<file path="src/hdl/cubic_bezier_segment_sampler_unit_macros.svh">
// Assertion macros shared by the Bezier sampler RTL.
`ifndef CUBIC_BEZIER_SEGMENT_SAMPLER_UNIT_MACROS_SVH
`define CUBIC_BEZIER_SEGMENT_SAMPLER_UNIT_MACROS_SVH

// Same-cycle implication, disabled during reset.
`define BZS_ASSERT_IMPLIES(label, clk, rst, ante, cons, msg) \
   label: assert property (@(posedge clk) disable iff (rst) (ante) |-> (cons)) \
      else $error(msg);

// Next-cycle implication, disabled during reset.
`define BZS_ASSERT_NEXT(label, clk, rst, ante, cons, msg) \
   label: assert property (@(posedge clk) disable iff (rst) (ante) |=> (cons)) \
      else $error(msg);

`endif

</file>
<file path="src/hdl/bzs_pkg.sv">
// Shared types and constants of the Bezier segment sampler.
`default_nettype none
package bzs_pkg;

   localparam int COORD_BITS      = 10;
   localparam int STEP_BITS       = 6;
   localparam int SQ_BITS         = 2 * STEP_BITS;           // k^2, (N-k)^2, N^2
   localparam int W_BITS          = 3 * STEP_BITS;           // Bernstein weights, N^3
   localparam int PROD_BITS       = W_BITS + COORD_BITS;     // weight * coordinate
   localparam int NUM_BITS        = PROD_BITS + 1;           // 2*S + N^3
   localparam int DEN_BITS        = W_BITS + 1;              // 2*N^3
   localparam int QUEUE_DEPTH_DEF = 2;

   localparam logic [STEP_BITS-1:0] STEP_COUNT_RESET = STEP_BITS'(63);

   typedef logic [COORD_BITS-1:0] coord_type;
   typedef logic [STEP_BITS-1:0]  step_type;

   // One segment: four control points
   typedef struct packed {
      coord_type p0_x;
      coord_type p0_y;
      coord_type p1_x;
      coord_type p1_y;
      coord_type p2_x;
      coord_type p2_y;
      coord_type p3_x;
      coord_type p3_y;
   } req_type;

   // One sampled curve point
   typedef struct packed {
      coord_type  point_x;
      coord_type  point_y;
      step_type   step_index;
      logic       last_point;
   } rsp_type;

   // Queue entry: segment plus its effective step count
   typedef struct packed {
      req_type  pts;
      step_type n;
   } seg_type;

   // Work handed from the sum stages to the divider
   typedef struct packed {
      logic [NUM_BITS-1:0] num_x;
      logic [NUM_BITS-1:0] num_y;
      logic [DEN_BITS-1:0] den;
      step_type            step;
      logic                last;
   } div_in_type;

   typedef enum logic [1:0] {
      ENG_IDLE,
      ENG_SQUARE,
      ENG_CUBE,
      ENG_RUN
   } eng_state_type;

endpackage
`default_nettype wire

</file>
<file path="src/hdl/bzs_front.sv">
// Front end: accepts segments, resolves the step count, queues them.
`default_nettype none
module bzs_front #(
   parameter int DEPTH = bzs_pkg::QUEUE_DEPTH_DEF
) (
   input  logic             clock,
   input  logic             reset,
   input  logic             req_valid,
   output logic             req_ready,
   input  bzs_pkg::req_type req_data,
   input  bzs_pkg::step_type step_count,
   input  logic             pop,
   output logic             seg_valid,
   output bzs_pkg::seg_type seg
);
   import bzs_pkg::*;

   localparam int PTR_BITS = $clog2(DEPTH);
   localparam int CNT_BITS = $clog2(DEPTH + 1);

   seg_type             entry_ff [DEPTH];
   logic [PTR_BITS-1:0] wr_ptr_ff, wr_ptr_in;
   logic [PTR_BITS-1:0] rd_ptr_ff, rd_ptr_in;
   logic [CNT_BITS-1:0] count_ff, count_in;
   logic                push;
   seg_type             seg_new;

   assign req_ready = (count_ff != CNT_BITS'(DEPTH));
   assign push      = req_valid && req_ready;
   assign seg_valid = (count_ff != '0);
   assign seg       = entry_ff[rd_ptr_ff];

   // classify: a step count of zero runs as one interval
   always_comb begin
      seg_new.pts = req_data;
      seg_new.n   = (step_count == '0) ? STEP_BITS'(1) : step_count;
   end

   // pointer and fill bookkeeping
   always_comb begin
      wr_ptr_in = wr_ptr_ff;
      rd_ptr_in = rd_ptr_ff;
      if (push) begin
         wr_ptr_in = (wr_ptr_ff == PTR_BITS'(DEPTH - 1)) ? '0 : wr_ptr_ff + 1'b1;
      end
      if (pop) begin
         rd_ptr_in = (rd_ptr_ff == PTR_BITS'(DEPTH - 1)) ? '0 : rd_ptr_ff + 1'b1;
      end
      case ({push, pop})
         2'b10:   count_in = count_ff + 1'b1;
         2'b01:   count_in = count_ff - 1'b1;
         default: count_in = count_ff;
      endcase
   end

   always_ff @(posedge clock) begin
      if (reset) begin
         wr_ptr_ff <= '0;
         rd_ptr_ff <= '0;
         count_ff  <= '0;
      end else begin
         wr_ptr_ff <= wr_ptr_in;
         rd_ptr_ff <= rd_ptr_in;
         count_ff  <= count_in;
      end
   end

   // queue storage
   always_ff @(posedge clock) begin
      if (push) begin
         entry_ff[wr_ptr_ff] <= seg_new;
      end
   end

endmodule
`default_nettype wire

</file>
<file path="config.mk">
export PLATFORM = sky130hd
export DESIGN_NAME = bzs_front
export DESIGN_NICKNAME = d
export VERILOG_FILES = /design/src/hdl/cubic_bezier_segment_sampler_unit_macros.svh /design/src/hdl/bzs_pkg.sv /design/src/hdl/bzs_front.sv
export SDC_FILE = /design/constraint.sdc
export NUM_CORES = 1
export LEC_CHECK = 0
export CAP_MARGIN = 20
export CORE_MARGIN = 8
export CORE_UTILIZATION = 60
export CTS_CLUSTER_SIZE = 12
export DETAILED_ROUTE_END_ITERATION = 8
export DONT_BUFFER_PORTS = 1
export PLACE_DENSITY = 0.84
export SKIP_LAST_GASP = 1
export SLEW_MARGIN = 5
export SYNTH_ARGS = -nofsm -noshare
export SYNTH_HDL_FRONTEND = slang
export SYNTH_SLANG_ARGS = --single-unit
</file>
<file path="constraint.sdc">
create_clock -name clock -period 9.1 [get_ports clock]
set_clock_uncertainty 0.2 [all_clocks]
set_input_delay 2.73 -clock clock [delete_from_list [all_inputs] [get_ports clock]]
set_output_delay 2.73 -clock clock [all_outputs]
set_load 0.01 [all_outputs]
</file>
==> impl_metrics.csv <==
group,metric,value,unit
layout,final_cells,458,
synthesis,netlist_area,0.006614,sq mm
layout,num_antenna_cells,0,
synthesis,synth-seq-cells,177,
layout,layout_commonest_cell,"edfxtp_1",
flow_run,maxCapViolations,0,
setup_path,worstPathArrival,2.41,ns
place,port_buffers,0,
clock_network,cts_setup_buffers,0,
detailed_routing,postRouteAntennaNets,0,
detailed_routing,dr.first_iter.drc_count,174,
sta,slew_viol_final,0,
place,globalplace.congestion,0.6924,
synthesis,synth_top_cell_by_area,"edfxtp_1",
sta,max_freq,187.2,MHz
clock_network,post_cts_resized,0,
clock_network,root_buffer,"clkbuf_8",
setup_path,critical_path_class,"register to output pin",
clock_network,cts_tree,"built",
floorplanning,die_w,121.0,um
global_routing,grt_pass1_wl,16620,um
sta,finalCritPeriodShare,0.5872,
sta,rsz0062_at_grt,"no",
sta,fin_tns_setup,0,ns
setup_path,slowest_delay,0.75,ns
setup_path,worstPathCellList,"buf_4, mux2_2",
floorplanning,placeableCoreArea,0.01079,sq mm
detailed_routing,first_pass_iters,4,
global_routing,antenna_found_initial,0,
setup_path,crit_path_max_fanout,51,
clock_network,h-tree-depth,4,
clock_network,numCtsBuffers,17,
layout,mostFrequentLayoutCells,"edfxtp_1 (172), mux2_2 (46), mux2_4 (40)",
synthesis,synth_area_leaders,"edfxtp_1 (78%), mux2_4 (9.1%), mux2_2 (7.8%)",
synthesis,yosysTopAreaCellShare,0.7809,
synthesis,yosys_warnings,0,
detailed_routing,post_drt_wl_per_cell,23.97,um
detailed_routing,viasPerCell,5.655,
floorplanning,die-area,0.01464,sq mm
setup_path,worstSetupStartpointType,"register",
global_routing,grt_pass1_vias,2888,
detailed_routing,remaining_drc_errors,0,
sta,slew_headroom,0.4606,
pwr,power_density,264.5,mW/mm^2
synthesis,synth_nets,389,
sta,finalHoldViolations,0,
floorplanning,start_util,0.6128,
global_routing,grt_max_degree,59,
floorplanning,die_y,121.0,um
pwr,vdd_drop_max,0.1850,mV
synthesis,ys_types,23,
layout,area_growth,11.12,%
synthesis,syn-instance-count,298,
place,place_inst,426,
setup_path,critPathCaptureType,"output pin",
setup_path,worstPathRequired,6.17,ns
clock_network,clk_latency,0.51,ns
synthesis,ys_seq_area_frac,0.7961,
global_routing,grtUsageTotal,0.1535,
outcome,status,"completed",
clock_network,clkTransAtPathRegs,0.06,ns
setup_path,reg2reg_slack,6.55,ns
clock_network,clk_path_buf_depth,2,
layout,final_layout_size_suffix_gt1_frac,0.3962,
worst_hold_path,hp-class,"register to register",
clock_network,clock-sinks,177,
detailed_routing,vias,2590,
pwr,leakagePower,0.002502,uW
sta,worst_pin_slew,0.8091,ns
synthesis,postSynthAreaPerCell,22.19,sq um
place,hpwl,7574,um
detailed_routing,drt-total-wl,10980,um
floorplanning,io_pins,178,
floorplanning,rows,38,
sta,finalSetupViolCount,0,
layout,finalNetCount,396,
sta,min_period,5.343,ns
clock_network,cts_hold_buf,0,
global_routing,gr-total-overflow,0,
setup_path,crit_slowest_cell,"buf_4",
-- flip-flops by register name, indices dropped and copies added, names as in the netlist, named ones only --
signal and flops:
entry_ff 172, count_ff 2, rd_ptr_ff 1, wr_ptr_ff 1
-- cells in the mapped netlist (all sizes together) --
| library cell | number |
|---|---|
| nand2 | 1 |
| or2 | 1 |
| dfxtp | 5 |
| a21oi | 2 |
| ha | 1 |
| buf | 10 |
| and3 | 1 |
| xor2 | 1 |
| clkbuf | 5 |
| xnor2 | 2 |
| edfxtp | 172 |
| or4 | 1 |
| nor2 | 3 |
| or3 | 1 |
| o21ai | 1 |
| inv | 1 |
| a21bo | 1 |
| nand2b | 1 |
| o21bai | 1 |
| nand3b | 1 |
| mux2 | 86 |
-- final cells by class --
class	instances	area, sq um
clock buffer	18	427.9
clock inverter	14	200.2
fill	683	3443
inverter	1	5.005
multi-input combinational	105	1250
sequential	177	5269
tap	140	175.2
timing repair buffer	3	22.52
-- metrics by stage --
step                      setup WS [ns]  hold slack (ns)    util  instance area [sq um]  power, uW
final                             3.757           0.3170  0.6810                   7350       1944
after global routing              3.592           0.3629  0.6810                   7350       2019
after CTS                         3.687           0.3221  0.6810                   7350       1965
after detailed placement          4.247           0.3040  0.6228                   6721       1214
after global placement            4.273           0.2691  0.6228                   6721       1205
after floorplan                   3.665           0.2608       -                   6614       1179
-- critical path: cells and delay by family (launching register included) --
family | cells | cell delay [ns]
flops | 1 | 0.68
mux | 1 | 0.45
buf+inv | 1 | 0.75
-- cell families (layout without fill, tap and decap cells) --
logic type               Yosys count  count (layout)  share of synthesized area
AND/OR/NAND/NOR                   10              10                   0.008326
buffers and inverters             16              36                    0.01570
flip-flops                       177             177                     0.7961
XOR/XNOR                           3               3                   0.003973
multiplexers                      86              86                     0.1691
AO/OA/AOI/OAI                      5               5                   0.004918
adder cells (fa/ha/maj)            1               1                   0.001891
-- final timing paths --
| check | startpoint | depth (start not counted) | end |
|---|---|---|---|
| max | register | 2 | seg[74] |
| min | rd_ptr_ff$_SDFFE_PP0P_ | 2 | register |
| max reg2reg | count_ff[0]$_SDFFE_PP0P_ | 4 | entry_ff[0][10]$_DFFE_PP_ |
| min reg2reg | rd_ptr_ff$_SDFFE_PP0P_ | 2 | register |
-- power by group --
part	internal (uW)	total (uW)	switching [uW]
sequential	981	1000	24.0
clock	459	754	295
combinational	76.1	186	109
total	1520	1940	428
-- routing by layer --
layer / GRT usage / share of wire / up-vias
li1: - / - / 1181
met1: 0.1496 / 0.33 / 1263
met2: 0.2494 / 0.50 / 133
met3: 0.1117 / 0.15 / 13
met4: 0.05152 / 0.013 / 0
met5: 0 / 0 / -
Power figures use the tool's default switching activity.
