==> src/hdl/cubic_bezier_segment_sampler_unit_macros.svh <==
// Assertion macros shared by the Bezier sampler RTL.
`ifndef CUBIC_BEZIER_SEGMENT_SAMPLER_UNIT_MACROS_SVH
`define CUBIC_BEZIER_SEGMENT_SAMPLER_UNIT_MACROS_SVH

// Same-cycle implication, disabled during reset.
`define BZS_ASSERT_IMPLIES(label, clk, rst, ante, cons, msg) \
   label: assert property (@(posedge clk) disable iff (rst) (ante) |-> (cons)) \
      else $error(msg);

// Next-cycle implication, disabled during reset.
`define BZS_ASSERT_NEXT(label, clk, rst, ante, cons, msg) \
   label: assert property (@(posedge clk) disable iff (rst) (ante) |=> (cons)) \
      else $error(msg);

`endif

==> src/hdl/bzs_pkg.sv <==
// Shared types and constants of the Bezier segment sampler.
`default_nettype none
package bzs_pkg;

   localparam int COORD_BITS      = 10;
   localparam int STEP_BITS       = 6;
   localparam int SQ_BITS         = 2 * STEP_BITS;           // k^2, (N-k)^2, N^2
   localparam int W_BITS          = 3 * STEP_BITS;           // Bernstein weights, N^3
   localparam int PROD_BITS       = W_BITS + COORD_BITS;     // weight * coordinate
   localparam int NUM_BITS        = PROD_BITS + 1;           // 2*S + N^3
   localparam int DEN_BITS        = W_BITS + 1;              // 2*N^3
   localparam int QUEUE_DEPTH_DEF = 2;

   localparam logic [STEP_BITS-1:0] STEP_COUNT_RESET = STEP_BITS'(63);

   typedef logic [COORD_BITS-1:0] coord_type;
   typedef logic [STEP_BITS-1:0]  step_type;

   // One segment: four control points
   typedef struct packed {
      coord_type p0_x;
      coord_type p0_y;
      coord_type p1_x;
      coord_type p1_y;
      coord_type p2_x;
      coord_type p2_y;
      coord_type p3_x;
      coord_type p3_y;
   } req_type;

   // One sampled curve point
   typedef struct packed {
      coord_type  point_x;
      coord_type  point_y;
      step_type   step_index;
      logic       last_point;
   } rsp_type;

   // Queue entry: segment plus its effective step count
   typedef struct packed {
      req_type  pts;
      step_type n;
   } seg_type;

   // Work handed from the sum stages to the divider
   typedef struct packed {
      logic [NUM_BITS-1:0] num_x;
      logic [NUM_BITS-1:0] num_y;
      logic [DEN_BITS-1:0] den;
      step_type            step;
      logic                last;
   } div_in_type;

   typedef enum logic [1:0] {
      ENG_IDLE,
      ENG_SQUARE,
      ENG_CUBE,
      ENG_RUN
   } eng_state_type;

endpackage
`default_nettype wire

==> src/hdl/bzs_divider.sv <==
// Pipelined restoring divider: one quotient bit per stage, x and y lanes.
`default_nettype none
module bzs_divider (
   input  logic                clock,
   input  logic                reset,
   input  logic                en,
   input  logic                in_valid,
   input  bzs_pkg::div_in_type in_data,
   output logic                out_valid,
   output bzs_pkg::rsp_type    out_data
);
   import bzs_pkg::*;

   localparam int STAGES = COORD_BITS;

   logic                v_ff    [STAGES];
   logic [NUM_BITS-1:0] rx_ff   [STAGES];
   logic [NUM_BITS-1:0] ry_ff   [STAGES];
   coord_type           qx_ff   [STAGES];
   coord_type           qy_ff   [STAGES];
   logic [DEN_BITS-1:0] den_ff  [STAGES];
   step_type            step_ff [STAGES];
   logic                last_ff [STAGES];

   logic [NUM_BITS-1:0] dsh     [STAGES];
   logic [NUM_BITS-1:0] rx_in   [STAGES];
   logic [NUM_BITS-1:0] ry_in   [STAGES];
   coord_type           qx_in   [STAGES];
   coord_type           qy_in   [STAGES];

   // each stage tries the shifted divisor against its remainder
   always_comb begin
      for (int s = 0; s < STAGES; s++) begin
         dsh[s] = NUM_BITS'(den_ff[s]) << (STAGES - 1 - s);
         rx_in[s] = rx_ff[s];
         ry_in[s] = ry_ff[s];
         qx_in[s] = qx_ff[s];
         qy_in[s] = qy_ff[s];
         if (rx_ff[s] >= dsh[s]) begin
            rx_in[s] = rx_ff[s] - dsh[s];
            qx_in[s] = qx_ff[s] | (COORD_BITS'(1) << (STAGES - 1 - s));
         end
         if (ry_ff[s] >= dsh[s]) begin
            ry_in[s] = ry_ff[s] - dsh[s];
            qy_in[s] = qy_ff[s] | (COORD_BITS'(1) << (STAGES - 1 - s));
         end
      end
   end

   // stage valids
   always_ff @(posedge clock) begin
      if (reset) begin
         for (int s = 0; s < STAGES; s++) begin
            v_ff[s] <= 1'b0;
         end
      end else if (en) begin
         v_ff[0] <= in_valid;
         for (int s = 1; s < STAGES; s++) begin
            v_ff[s] <= v_ff[s-1];
         end
      end
   end

   // stage payload
   always_ff @(posedge clock) begin
      if (en) begin
         rx_ff[0]   <= in_data.num_x;
         ry_ff[0]   <= in_data.num_y;
         qx_ff[0]   <= '0;
         qy_ff[0]   <= '0;
         den_ff[0]  <= in_data.den;
         step_ff[0] <= in_data.step;
         last_ff[0] <= in_data.last;
         for (int s = 1; s < STAGES; s++) begin
            rx_ff[s]   <= rx_in[s-1];
            ry_ff[s]   <= ry_in[s-1];
            qx_ff[s]   <= qx_in[s-1];
            qy_ff[s]   <= qy_in[s-1];
            den_ff[s]  <= den_ff[s-1];
            step_ff[s] <= step_ff[s-1];
            last_ff[s] <= last_ff[s-1];
         end
      end
   end

   // the last quotient bit resolves straight into the output register
   assign out_valid           = v_ff[STAGES-1];
   assign out_data.point_x    = qx_in[STAGES-1];
   assign out_data.point_y    = qy_in[STAGES-1];
   assign out_data.step_index = step_ff[STAGES-1];
   assign out_data.last_point = last_ff[STAGES-1];

endmodule
`default_nettype wire

==> config.mk <==
export PLATFORM = sky130hd
export DESIGN_NAME = bzs_divider
export DESIGN_NICKNAME = d
export VERILOG_FILES = /design/src/hdl/cubic_bezier_segment_sampler_unit_macros.svh /design/src/hdl/bzs_pkg.sv /design/src/hdl/bzs_divider.sv
export SDC_FILE = /design/constraint.sdc
export NUM_CORES = 2
export LEC_CHECK = 0
export BUFFER_PORTS_ARGS = -buffer_cell sky130_fd_sc_hd__buf_2
export CORE_UTILIZATION = 30
export DETAILED_ROUTE_END_ITERATION = 8
export GPL_TIMING_DRIVEN = 0
export PLACE_DENSITY = 0.56
export SLEW_MARGIN = 0
export SYNTH_ARGS = -nofsm -noshare
export SYNTH_HDL_FRONTEND = slang
export SYNTH_SLANG_ARGS = --single-unit
==> constraint.sdc <==
create_clock -name clock -period 7.8 [get_ports clock]
set_clock_uncertainty 0.05 [all_clocks]
set_input_delay 1.56 -clock clock [delete_from_list [all_inputs] [get_ports clock]]
set_output_delay 1.56 -clock clock [all_outputs]
set_load 0.02 [all_outputs]
==> reports/metrics.yaml <==
critical_path:
  start_kind: "register"
  worstPathCellList: "nor2_1, a21boi_0, o21ai_0, a211oi_1, o21ai_0, o211ai_1, a31oi_1, a211oi_1, nor3_1, buf_4, buf_2"
  critPathCaptureType: "output port"
  crit_required_ns: 6.19
  cp_max_fo: 2
  cp_num_buf_inv: 2
  cpPeakStageDelay_ns: 0.61
  regToRegStartpoint: "den_ff[1][1]"
  crit_path_top_delay_cell: "nor2_1"
  critPathLaunch: "ry_ff[9][20]"
  crit_arrival_ns: 3.69
  critPathTopFamily: "compound AO/OA/AOI/OAI gates"
  worstSetupPathType: "reg2out"
pwr:
  ir_worst_vdd_mv: 0.2071
  p_per_area_nw_per_um2: 358.1
  total_power_mw: 21.51
  leakage_nw: 22.85
outcome:
  status: "finished clean"
floorplanning:
  initial_core_util_pct: 30.21
  fp.dieArea_sq_um: 176900
  row_count: 153
  coreArea_sq_um: 174000
  die_y_microns: 420.6
  die_w_microns: 420.6
  pin_count: 116
timing:
  finalSetupTns_ns: 0
  fmax_mhz: 188.6
  setup_viol: 0
  worst_pin_slew_ns: 1.216
  fin_crit_sh_pct: 67.99
  fin_hold_ws_ns: 0.3557
  slew_headroom_pct: 17.79
  fin_ws_ns: 2.497
  finalHoldViolations: 0
  slew_violations: 0
  finalCriticalPeriod_ns: 5.303
  rsz0062_at_grt: "no"
synth:
  syn_avg_cell_area_sq_um: 11.51
  yosysTopAreaCellShare_pct: 53.69
  synthFlopType: "edfxtp_1"
  ys_seq_area_share_pct: 53.69
  synth_warnings: 0
  synth.net_count: 5053
  synth.top_cells.by_count: "940 x edfxtp_1, 380 x ha_1, 361 x nand2_1"
  synth_largest_area_cell: "edfxtp_1"
  async_reset_ff_share_pct: 0
  synth_edf_count: 940
  syn_inst: 4567
  synth_seq_cells: 940
  yosysUniqueCellTypes: 104
  synth.most_common_cell: "edfxtp_1"
  synth_area_leaders: "edfxtp_1 54%, ha_1 9.0%, xnor2_1 3.2%"
  netlist_area_sq_um: 52570
placement:
  portBuffers: 115
  gp_congestion: 0.9715
  dpl.hpwl_microns: 111900
  post-place-cells: 7015
  dp_slack_ns: 3.075
  placed_area_sq_um: 56290
clocking:
  h-tree-depth: 3
  post-cts-setup-buffers: 0
  cts_sinks: 940
  cts_buffers: 113
  ctsHoldBuffers: 0
  cts_tree: "yes"
  cts-root-buf: "clkbuf_16"
  cts_resized: 0
  clk_pin_slew_ns: 0.06
  insertion_delay_ns: 0.74
  cts_buffer_depth: 3
routing:
  m1WireLength_microns: 56420
  antenna_left: 0
  routed-wl-met2_microns: 72400
  drt_iter0_markers: 2107
  met3_wirelength_microns: 4113
  via_per_inst: 4.854
  drc: 0
  highest_layer: "met4"
  wirelength_microns: 141200
  first_pass_iters: 5
  wl_per_cell_microns: 19.54
  vias: 35090
cells_and_area:
  fillCellCount: 17250
  fin_util_pct: 34.52
  final_cells: 7228
  drive_gt1_share_pct: 9.939
  nNetsFinal: 5291
  area_growth_syn_to_layout_pct: 14.25
  finalInstanceArea_sq_um: 60070
job:
  maxCapViolCount: 0
hold_path:
  hold_class: "reg2reg"
  min_from: "step_ff[5][4]"
grt:
  grt_pass1_vias: 36030
  antenna_found_initial: 0
  grt_first_pass_wirelength_microns: 212700
  grt_max_degree: 125
  grt_remaining_overflow: 0
  grt_usage_pct: 15.83
final cells by class:
class                   count  area [sq um]  area share (%)
well taps                2325          2909           4.843
flip-flops and latches    940         28230           46.99
clock inverters            82         844.6           1.406
clock buffers             128          2927           4.872
plain buffers             114         596.8          0.9936
diodes                      3         7.507         0.01250
repair buffers            123         805.8           1.341
inverters                 308          1156           1.925
multi-input cells        3205         22590           37.61
flip-flops by register name (all words and copies together), names as in the netlist:
register  cells
rx_ff       290
ry_ff       290
den_ff      190
step_ff      60
qx_ff        45
qy_ff        45
last_ff      10
v_ff         10
placed cells by master (no fill, tap or decap), types with 67 or more instances in the layout:
master,n
inv_1,303
clkbuf_16,115
nor2b_1,70
a21oi_1,337
nor2_1,283
edfxtp_1,940
nand2_1,361
buf_2,141
o21ai_0,265
xor2_1,156
nor3_1,78
clkbuf_1,67
xnor2_1,195
a21o_1,130
ha_1,380
where the power goes:
group	internal [mW]	switching, mW
Combinational	3.39	4.68
Clock	3.11	2.22
Sequential	7.25	0.858
Total	13.7	7.76
final timing paths:
path	end	slack, ns	cells after the start
worst min register to register	step_ff[6][4]	0.36	0
worst max-delay path	out_data[7]	2.50	11
worst min-delay path	step_ff[6][4]	0.36	0
worst max register to register	ry_ff[2][26]	3.20	10
metal layers:
layer | global-route usage, % | vias up
met1 | 17.38 | 16580
li1 | - | 17530
met4 | 8.573 | 0
met2 | 29.24 | 709
met5 | 0 | -
met3 | 2.150 | 271
cell families after synthesis:
logic type | Yosys count | share of synthesized area [%]
AOI/OAI and AO/OA | 1180 | 14.35
DFF | 940 | 53.69
buffers and inverters | 422 | 3.334
adders and majority gates | 398 | 9.729
and+or+nand+nor | 1204 | 11.45
muxes | 72 | 1.597
xor gates and xnor gates | 351 | 5.848
Note: power is estimated with default switching activity, not from simulation.
