### src/hdl/cubic_bezier_segment_sampler_unit_macros.svh
// Assertion macros shared by the Bezier sampler RTL.
`ifndef CUBIC_BEZIER_SEGMENT_SAMPLER_UNIT_MACROS_SVH
`define CUBIC_BEZIER_SEGMENT_SAMPLER_UNIT_MACROS_SVH

// Same-cycle implication, disabled during reset.
`define BZS_ASSERT_IMPLIES(label, clk, rst, ante, cons, msg) \
   label: assert property (@(posedge clk) disable iff (rst) (ante) |-> (cons)) \
      else $error(msg);

// Next-cycle implication, disabled during reset.
`define BZS_ASSERT_NEXT(label, clk, rst, ante, cons, msg) \
   label: assert property (@(posedge clk) disable iff (rst) (ante) |=> (cons)) \
      else $error(msg);

`endif

### src/hdl/bzs_pkg.sv
// Shared types and constants of the Bezier segment sampler.
`default_nettype none
package bzs_pkg;

   localparam int COORD_BITS      = 10;
   localparam int STEP_BITS       = 6;
   localparam int SQ_BITS         = 2 * STEP_BITS;           // k^2, (N-k)^2, N^2
   localparam int W_BITS          = 3 * STEP_BITS;           // Bernstein weights, N^3
   localparam int PROD_BITS       = W_BITS + COORD_BITS;     // weight * coordinate
   localparam int NUM_BITS        = PROD_BITS + 1;           // 2*S + N^3
   localparam int DEN_BITS        = W_BITS + 1;              // 2*N^3
   localparam int QUEUE_DEPTH_DEF = 2;

   localparam logic [STEP_BITS-1:0] STEP_COUNT_RESET = STEP_BITS'(63);

   typedef logic [COORD_BITS-1:0] coord_type;
   typedef logic [STEP_BITS-1:0]  step_type;

   // One segment: four control points
   typedef struct packed {
      coord_type p0_x;
      coord_type p0_y;
      coord_type p1_x;
      coord_type p1_y;
      coord_type p2_x;
      coord_type p2_y;
      coord_type p3_x;
      coord_type p3_y;
   } req_type;

   // One sampled curve point
   typedef struct packed {
      coord_type  point_x;
      coord_type  point_y;
      step_type   step_index;
      logic       last_point;
   } rsp_type;

   // Queue entry: segment plus its effective step count
   typedef struct packed {
      req_type  pts;
      step_type n;
   } seg_type;

   // Work handed from the sum stages to the divider
   typedef struct packed {
      logic [NUM_BITS-1:0] num_x;
      logic [NUM_BITS-1:0] num_y;
      logic [DEN_BITS-1:0] den;
      step_type            step;
      logic                last;
   } div_in_type;

   typedef enum logic [1:0] {
      ENG_IDLE,
      ENG_SQUARE,
      ENG_CUBE,
      ENG_RUN
   } eng_state_type;

endpackage
`default_nettype wire

### src/hdl/bzs_engine.sv
// Back end: step sequencer, Bernstein weights and weighted sums.
`default_nettype none
module bzs_engine (
   input  logic                clock,
   input  logic                reset,
   input  logic                en,
   input  logic                seg_valid,
   input  bzs_pkg::seg_type    seg,
   output logic                seg_pop,
   output logic                div_valid,
   output bzs_pkg::div_in_type div_data
);
   import bzs_pkg::*;

   // sequencer
   eng_state_type       state_ff, state_in;
   req_type             pts_ff, pts_in;
   step_type            n_ff, n_in;
   step_type            k_ff, k_in;
   logic [SQ_BITS-1:0]  nsq_ff, nsq_in;
   logic [W_BITS-1:0]   cube_ff, cube_in;
   logic                issue;

   // stage 1: a = N - k
   logic                v1_ff;
   step_type            a1_ff, a1_in, k1_ff;
   logic                last1_ff, last1_in;
   req_type             pts1_ff;
   logic [W_BITS-1:0]   cube1_ff;

   // stage 2: squares
   logic                v2_ff;
   logic [SQ_BITS-1:0]  asq2_ff, asq2_in, ksq2_ff, ksq2_in;
   step_type            a2_ff, k2_ff;
   logic                last2_ff;
   req_type             pts2_ff;
   logic [W_BITS-1:0]   cube2_ff;

   // stage 3: weights
   logic                v3_ff;
   logic [W_BITS-1:0]   w3_ff [4];
   logic [W_BITS-1:0]   w3_in [4];
   logic [W_BITS-1:0]   t1, t2;
   step_type            k3_ff;
   logic                last3_ff;
   req_type             pts3_ff;
   logic [W_BITS-1:0]   cube3_ff;

   // stage 4: weighted coordinates
   logic                v4_ff;
   logic [PROD_BITS-1:0] px4_ff [4];
   logic [PROD_BITS-1:0] py4_ff [4];
   logic [PROD_BITS-1:0] px4_in [4];
   logic [PROD_BITS-1:0] py4_in [4];
   step_type            k4_ff;
   logic                last4_ff;
   logic [W_BITS-1:0]   cube4_ff;

   // stage 5: rounded numerator and denominator
   logic                v5_ff;
   div_in_type          div_ff, div_in;
   logic [PROD_BITS-1:0] sum_x, sum_y;

   // next state
   always_comb begin
      state_in = state_ff;
      if (en) begin
         case (state_ff)
            ENG_IDLE:   if (seg_valid) state_in = ENG_SQUARE;
            ENG_SQUARE: state_in = ENG_CUBE;
            ENG_CUBE:   state_in = ENG_RUN;
            ENG_RUN:    if (k_ff == n_ff) state_in = ENG_IDLE;
            default:    state_in = ENG_IDLE;
         endcase
      end
   end

   // sequencer outputs
   always_comb begin
      seg_pop = 1'b0;
      issue   = 1'b0;
      case (state_ff)
         ENG_IDLE: seg_pop = en && seg_valid;
         ENG_RUN:  issue   = 1'b1;
         default: begin
            seg_pop = 1'b0;
            issue   = 1'b0;
         end
      endcase
   end

   // segment registers, N^2 and N^3 formed in the SQUARE and CUBE setup states
   always_comb begin
      pts_in  = pts_ff;
      n_in    = n_ff;
      k_in    = k_ff;
      nsq_in  = nsq_ff;
      cube_in = cube_ff;
      if (seg_pop) begin
         pts_in = seg.pts;
         n_in   = seg.n;
         k_in   = '0;
      end
      if (state_ff == ENG_SQUARE) begin
         nsq_in = SQ_BITS'(n_ff) * SQ_BITS'(n_ff);
      end
      if (state_ff == ENG_CUBE) begin
         cube_in = W_BITS'(nsq_ff) * W_BITS'(n_ff);
      end
      if (issue) begin
         k_in = k_ff + 1'b1;
      end
   end

   // stage datapaths
   always_comb begin
      a1_in    = n_ff - k_ff;
      last1_in = (k_ff == n_ff);

      asq2_in = SQ_BITS'(a1_ff) * SQ_BITS'(a1_ff);
      ksq2_in = SQ_BITS'(k1_ff) * SQ_BITS'(k1_ff);

      t1       = W_BITS'(asq2_ff) * W_BITS'(k2_ff);
      t2       = W_BITS'(ksq2_ff) * W_BITS'(a2_ff);
      w3_in[0] = W_BITS'(asq2_ff) * W_BITS'(a2_ff);
      w3_in[1] = (t1 << 1) + t1;
      w3_in[2] = (t2 << 1) + t2;
      w3_in[3] = W_BITS'(ksq2_ff) * W_BITS'(k2_ff);

      px4_in[0] = PROD_BITS'(w3_ff[0]) * PROD_BITS'(pts3_ff.p0_x);
      px4_in[1] = PROD_BITS'(w3_ff[1]) * PROD_BITS'(pts3_ff.p1_x);
      px4_in[2] = PROD_BITS'(w3_ff[2]) * PROD_BITS'(pts3_ff.p2_x);
      px4_in[3] = PROD_BITS'(w3_ff[3]) * PROD_BITS'(pts3_ff.p3_x);
      py4_in[0] = PROD_BITS'(w3_ff[0]) * PROD_BITS'(pts3_ff.p0_y);
      py4_in[1] = PROD_BITS'(w3_ff[1]) * PROD_BITS'(pts3_ff.p1_y);
      py4_in[2] = PROD_BITS'(w3_ff[2]) * PROD_BITS'(pts3_ff.p2_y);
      py4_in[3] = PROD_BITS'(w3_ff[3]) * PROD_BITS'(pts3_ff.p3_y);

      // S never exceeds N^3 times the largest coordinate
      sum_x = px4_ff[0] + px4_ff[1] + px4_ff[2] + px4_ff[3];
      sum_y = py4_ff[0] + py4_ff[1] + py4_ff[2] + py4_ff[3];
      div_in.num_x = (NUM_BITS'(sum_x) << 1) + NUM_BITS'(cube4_ff);
      div_in.num_y = (NUM_BITS'(sum_y) << 1) + NUM_BITS'(cube4_ff);
      div_in.den   = {cube4_ff, 1'b0};
      div_in.step  = k4_ff;
      div_in.last  = last4_ff;
   end

   // control state
   always_ff @(posedge clock) begin
      if (reset) begin
         state_ff <= ENG_IDLE;
         v1_ff    <= 1'b0;
         v2_ff    <= 1'b0;
         v3_ff    <= 1'b0;
         v4_ff    <= 1'b0;
         v5_ff    <= 1'b0;
      end else begin
         state_ff <= state_in;
         if (en) begin
            v1_ff <= issue;
            v2_ff <= v1_ff;
            v3_ff <= v2_ff;
            v4_ff <= v3_ff;
            v5_ff <= v4_ff;
         end
      end
   end

   // payload, all advancing together with the output stage
   always_ff @(posedge clock) begin
      if (en) begin
         pts_ff   <= pts_in;
         n_ff     <= n_in;
         k_ff     <= k_in;
         nsq_ff   <= nsq_in;
         cube_ff  <= cube_in;

         a1_ff    <= a1_in;
         k1_ff    <= k_ff;
         last1_ff <= last1_in;
         pts1_ff  <= pts_ff;
         cube1_ff <= cube_ff;

         asq2_ff  <= asq2_in;
         ksq2_ff  <= ksq2_in;
         a2_ff    <= a1_ff;
         k2_ff    <= k1_ff;
         last2_ff <= last1_ff;
         pts2_ff  <= pts1_ff;
         cube2_ff <= cube1_ff;

         w3_ff    <= w3_in;
         k3_ff    <= k2_ff;
         last3_ff <= last2_ff;
         pts3_ff  <= pts2_ff;
         cube3_ff <= cube2_ff;

         px4_ff   <= px4_in;
         py4_ff   <= py4_in;
         k4_ff    <= k3_ff;
         last4_ff <= last3_ff;
         cube4_ff <= cube3_ff;

         div_ff   <= div_in;
      end
   end

   assign div_valid = v5_ff;
   assign div_data  = div_ff;

endmodule
`default_nettype wire

### config.mk
export PLATFORM = sky130hd
export DESIGN_NAME = bzs_engine
export DESIGN_NICKNAME = d
export VERILOG_FILES = /design/src/hdl/cubic_bezier_segment_sampler_unit_macros.svh /design/src/hdl/bzs_pkg.sv /design/src/hdl/bzs_engine.sv
export SDC_FILE = /design/constraint.sdc
export NUM_CORES = 2
export LEC_CHECK = 0
export BUFFER_PORTS_ARGS = -buffer_cell sky130_fd_sc_hd__buf_2
export CAP_MARGIN = 20
export CORE_ASPECT_RATIO = 0.75
export CORE_MARGIN = 3
export CORE_UTILIZATION = 42
export DETAILED_ROUTE_END_ITERATION = 16
export SKIP_LAST_GASP = 1
export SLEW_MARGIN = 20
export SYNTH_ARGS = -nofsm -noshare
export SYNTH_HDL_FRONTEND = slang
export SYNTH_SLANG_ARGS = --single-unit
### constraint.sdc
create_clock -name clock -period 5.9 [get_ports clock]
set_input_delay 0.295 -clock clock [delete_from_list [all_inputs] [get_ports clock]]
set_output_delay 0.295 -clock clock [all_outputs]
set_load 0.01 [all_outputs]
==> reports/results.md <==
| Parameter | Value | Unit |
|:---|:---|:---|
| Status | finished, final reports clean | - |
| Max stage delay cell, worst path | sky130_fd_sc_hd__fa_1 | - |
| Count of final setup violators | 0 | - |
| Max FO, Critical Path | 10 | - |
| Fin util | 48.7 | % |
| CTS Buf Count | 97 | - |
| Worst reg-to-reg path cell count | 21 | - |
| Slew @ Worst Pin | 1.21 | ns |
| Antenna violations before repair | 16 | - |
| Count of flip-flops with a built-in enable after synthesis | 868 | - |
| Cell mode on critical path | sky130_fd_sc_hd__fa_1 | - |
| Total via count after detailed routing | 63000 | - |
| Headroom to the max-slew limit | 18.6 | % |
| Final hold viol count | 0 | - |
| Setup repair after global routing missed its margin | true | - |
| Cell with the most instances after synthesis | sky130_fd_sc_hd__inv_1 | - |
| Detailed-route wire length per cell | 19.8 | um |
| # port buffers | 174 | - |
| Worst Setup Start Kind | flip-flop | - |
| Clock Sinks | 875 | - |
| Source-to-sink clock delay at the later pin of the worst-skew pair | 0.75 | ns |
| Top Family by Delay on Critical Path | adder cells | - |
| Clock-pin slew of the registers on the worst-case setup and hold paths | 0.06 | ns |
| Required time of the critical path | 6.50 | ns |
| Number of buffers on the longest clock path | 3 | - |
| Worst path arrival time | 6.39 | ns |
| Share of synthesized flip-flops with an asynchronous set or reset | 0 | % |
| Count of different cell masters after synthesis | 83 | - |
| Worst path depth | 21 | - |
| Crit share post-route | 98.2 | % |
| Die footprint | 0.226 | mm^2 |
| Number of maximum-capacitance violations | 0 | - |
| Clock root buffer master | sky130_fd_sc_hd__clkbuf_16 | - |
| Peak Freq | 173 | MHz |
| Top post-synthesis cells by area | sky130_fd_sc_hd__fa_1 (29%), sky130_fd_sc_hd__edfxtp_1 (28%), sky130_fd_sc_hd__ha_1 (11%) | - |
| Net count, final | 11700 | - |
| Routed wire length | 246000 | um |
| Total gr overflow | 0 | - |
| Total negative slack | 0 | ns |
| DRC violation count after routing | 0 | - |
| Final critical path time including I/O delays and setup | 5.79 | ns |
| Register bit total from synthesis | 875 | - |
| Largest net degree at the start of global routing | 154 | - |
| Reg-to-reg critical path startpoint | w3_ff[24]$_DFFE_PP_ | - |
| Cell-by-cell trace of the critical path | buf_12 > buf_4 > and2_1 > fa_1 > fa_1 > fa_1 > fa_1 > inv_1 > fa_1 > inv_1 > ha_1 > a21o_1 > a21oi_2 > o21ai_1 > a211oi_2 > o21ai_1 > o21a_1 > o21bai_4 > a31oi_4 > or4_1 > nand3_1 | - |
| Routed vias/inst | 5.06 | - |
| Critical path endpoint | py4_ff[55]$_DFFE_PP_ | - |
| Predominant post-synthesis flop cell | sky130_fd_sc_hd__edfxtp_1 | - |
| Post-synthesis cell area | 0.0925 | mm^2 |
| Worst hold slack after final layout | 0.260 | ns |
| Post-DP HPWL | 200000 | um |
| Number of synthesis warnings | 0 | - |
| Mean instance size in the synthesized netlist | 10.5 | um^2 |
| Layout cells sized above 1 | 11.4 | % |
| Row cnt | 148 | - |
| Area overhead of the layout relative to synthesis | 14.7 | % |
| Clock tree from TritonCTS | yes | - |
| Launching element of the worst setup path | w3_ff[24]$_DFFE_PP_ | - |
| Ranking of synthesized cells by instance count | sky130_fd_sc_hd__inv_1 (1625), sky130_fd_sc_hd__fa_1 (1333), sky130_fd_sc_hd__nand2_1 (1016) | - |
| Critical path start-end classification | reg2reg | - |
| First-pass GRT wire length | 384000 | um |
| Clk_skew | 0.0383 | ns |
| Largest stage delay on the critical path | 0.58 | ns |
| Effective utilization at floorplan | 42.4 | % |
| Global placement routability congestion | 0.899 | - |
| Via count of the first global-routing pass | 65700 | - |
| Post-DRT Antenna Nets | 0 | - |
| Reg-to-Reg End | py4_ff[55]$_DFFE_PP_ | - |
| Ports placed on the boundary | 176 | - |
| Std-Cell Core Area | 0.218 | mm^2 |
| Internal reg-to-reg setup slack | 0.11 | ns |
| Post-Synthesis Cells | 8782 | - |
| H-tree Lvls | 3 | - |
| Starting DRT DRC Count | 4639 | - |
| Worst setup EP type | flip-flop | - |
| Sequential-to-total area share from yosys stat | 28.3 | % |
| Drt pass-1 iters | 6 | - |
| Overall global routing resource usage | 21.9 | % |
| Die extent in x | 548 | um |
| Pins over their slew limit | 0 | - |
| Yosys top cell by area | sky130_fd_sc_hd__fa_1 | - |
| Yosys top cell area share | 28.9 | % |
| Worst Hold Class | in2reg | - |
| Filler Cell Count | 19800 | - |
| Die span in y | 412 | um |
| Number of buffer and inverter stages on the critical path | 4 | - |
[layer usage]
layer  vias up  track usage, %  wire length (um)
met1     31900            33.0            117000
met2      1743            33.6            107000
met3       252            3.52             16800
met5         -           0.171                28
met4         6            3.92              4900
li1      29100               -                 -
[layout make-up]
cell class / count / area, um^2 / area share (%)
repair buffers: 875 / 7180 / 6.77
inverters: 1625 / 6100 / 5.75
clock inverters: 67 / 837 / 0.789
multi-input cells: 5968 / 59600 / 56.2
diodes: 7 / 17.5 / 0.0165
well taps: 2925 / 3660 / 3.45
flip-flops and latches: 875 / 26200 / 24.7
clock buffers: 108 / 2470 / 2.33
[sequential cells by signal (all words and copies together), names as in the netlist, 11 cells and up]
register,count
asq2_ff,11
cube1_ff,18
cube2_ff,18
cube3_ff,18
cube4_ff,18
cube_ff,18
div_data,81
ksq2_ff,11
nsq_ff,11
pts1_ff,80
pts2_ff,80
pts3_ff,80
pts_ff,80
px4_ff,112
py4_ff,112
w3_ff,71
[cells in the final DEF (no fill, tap or decap), types with 22 or more instances in the layout]
cell type / Yosys / final
sky130_fd_sc_hd__nand2b_1: 28 / 28
sky130_fd_sc_hd__buf_12: 0 / 50
sky130_fd_sc_hd__o21a_1: 37 / 37
sky130_fd_sc_hd__inv_1: 1625 / 1618
sky130_fd_sc_hd__a21o_1: 121 / 121
sky130_fd_sc_hd__buf_2: 1 / 174
sky130_fd_sc_hd__a21oi_1: 284 / 264
sky130_fd_sc_hd__and2_1: 949 / 939
sky130_fd_sc_hd__o21ai_0: 91 / 80
sky130_fd_sc_hd__and3_1: 38 / 36
sky130_fd_sc_hd__o211ai_1: 27 / 27
sky130_fd_sc_hd__nor2b_1: 40 / 38
sky130_fd_sc_hd__nand3_1: 69 / 66
sky130_fd_sc_hd__xor2_1: 111 / 109
sky130_fd_sc_hd__edfxtp_1: 868 / 868
sky130_fd_sc_hd__ha_1: 816 / 802
sky130_fd_sc_hd__nand2_1: 1016 / 1009
sky130_fd_sc_hd__o21bai_1: 80 / 79
sky130_fd_sc_hd__nor3_1: 86 / 83
sky130_fd_sc_hd__fa_1: 1333 / 1323
sky130_fd_sc_hd__a31oi_1: 26 / 23
sky130_fd_sc_hd__xnor2_1: 306 / 304
sky130_fd_sc_hd__o21ai_1: 17 / 22
sky130_fd_sc_hd__buf_4: 3 / 524
sky130_fd_sc_hd__nor2_1: 207 / 205
sky130_fd_sc_hd__a211oi_1: 31 / 28
sky130_fd_sc_hd__buf_6: 0 / 31
sky130_fd_sc_hd__clkbuf_16: 0 / 100
sky130_fd_sc_hd__dlygate4sd3_1: 0 / 89
[repair_timing]
| action | in CTS | in global routing |
|---|---|---|
| pin swaps | 11 | 94 |
| buffers inserted | 12 | 117 |
| hold endpoints to repair | 115 | 0 |
| cloned | 0 | 3 |
| hold buffers | 89 | 0 |
| gates resized for setup | 18 | 166 |
| endpoints found under the setup margin | 14 | 80 |
[logic make-up after synthesis]
kind of cell    after synthesis  synth area share [%]
other cells                   2               0.00812
compound gates              860                  6.13
xor+xnor                    418                  3.97
flops                       875                  28.3
simple gates               2517                  13.6
mux                          11                 0.122
buf+inv                    1950                  7.93
fa+ha+maj                  2149                  39.9
[worst min path at each step]
stage	endpoint	slack, ns	startpoint	cells after the start
floorplan	v1_ff$_SDFFE_PP0P_	0.36	reset	1
global placement	pts2_ff[40]$_DFFE_PP_	0.40	pts1_ff[40]$_DFFE_PP_	0
detailed placement	cube3_ff[5]$_DFFE_PP_	0.40	cube2_ff[5]$_DFFE_PP_	0
CTS	pts_ff[11]$_DFFE_PP_	0.19	seg[17]	2
global route	pts_ff[67]$_DFFE_PP_	0.22	seg[73]	2
finish	pts_ff[11]$_DFFE_PP_	0.26	seg[17]	2
[metrics by stage]
step	cell area (um^2)	std cells	worst slack, ns
2_1_floorplan	92500	8793	-0.0230
3_3_place_gp	99900	12000	-0.129
3_5_place_dp	99900	12000	-0.180
4_1_cts	104000	12300	-0.0358
5_1_grt	106000	12400	-0.0971
6_report	106000	12500	0.107
Power is left out: the tool's default activity adds up to more than one toggle a clock period on the data nets, which glitch-free logic cannot reach.
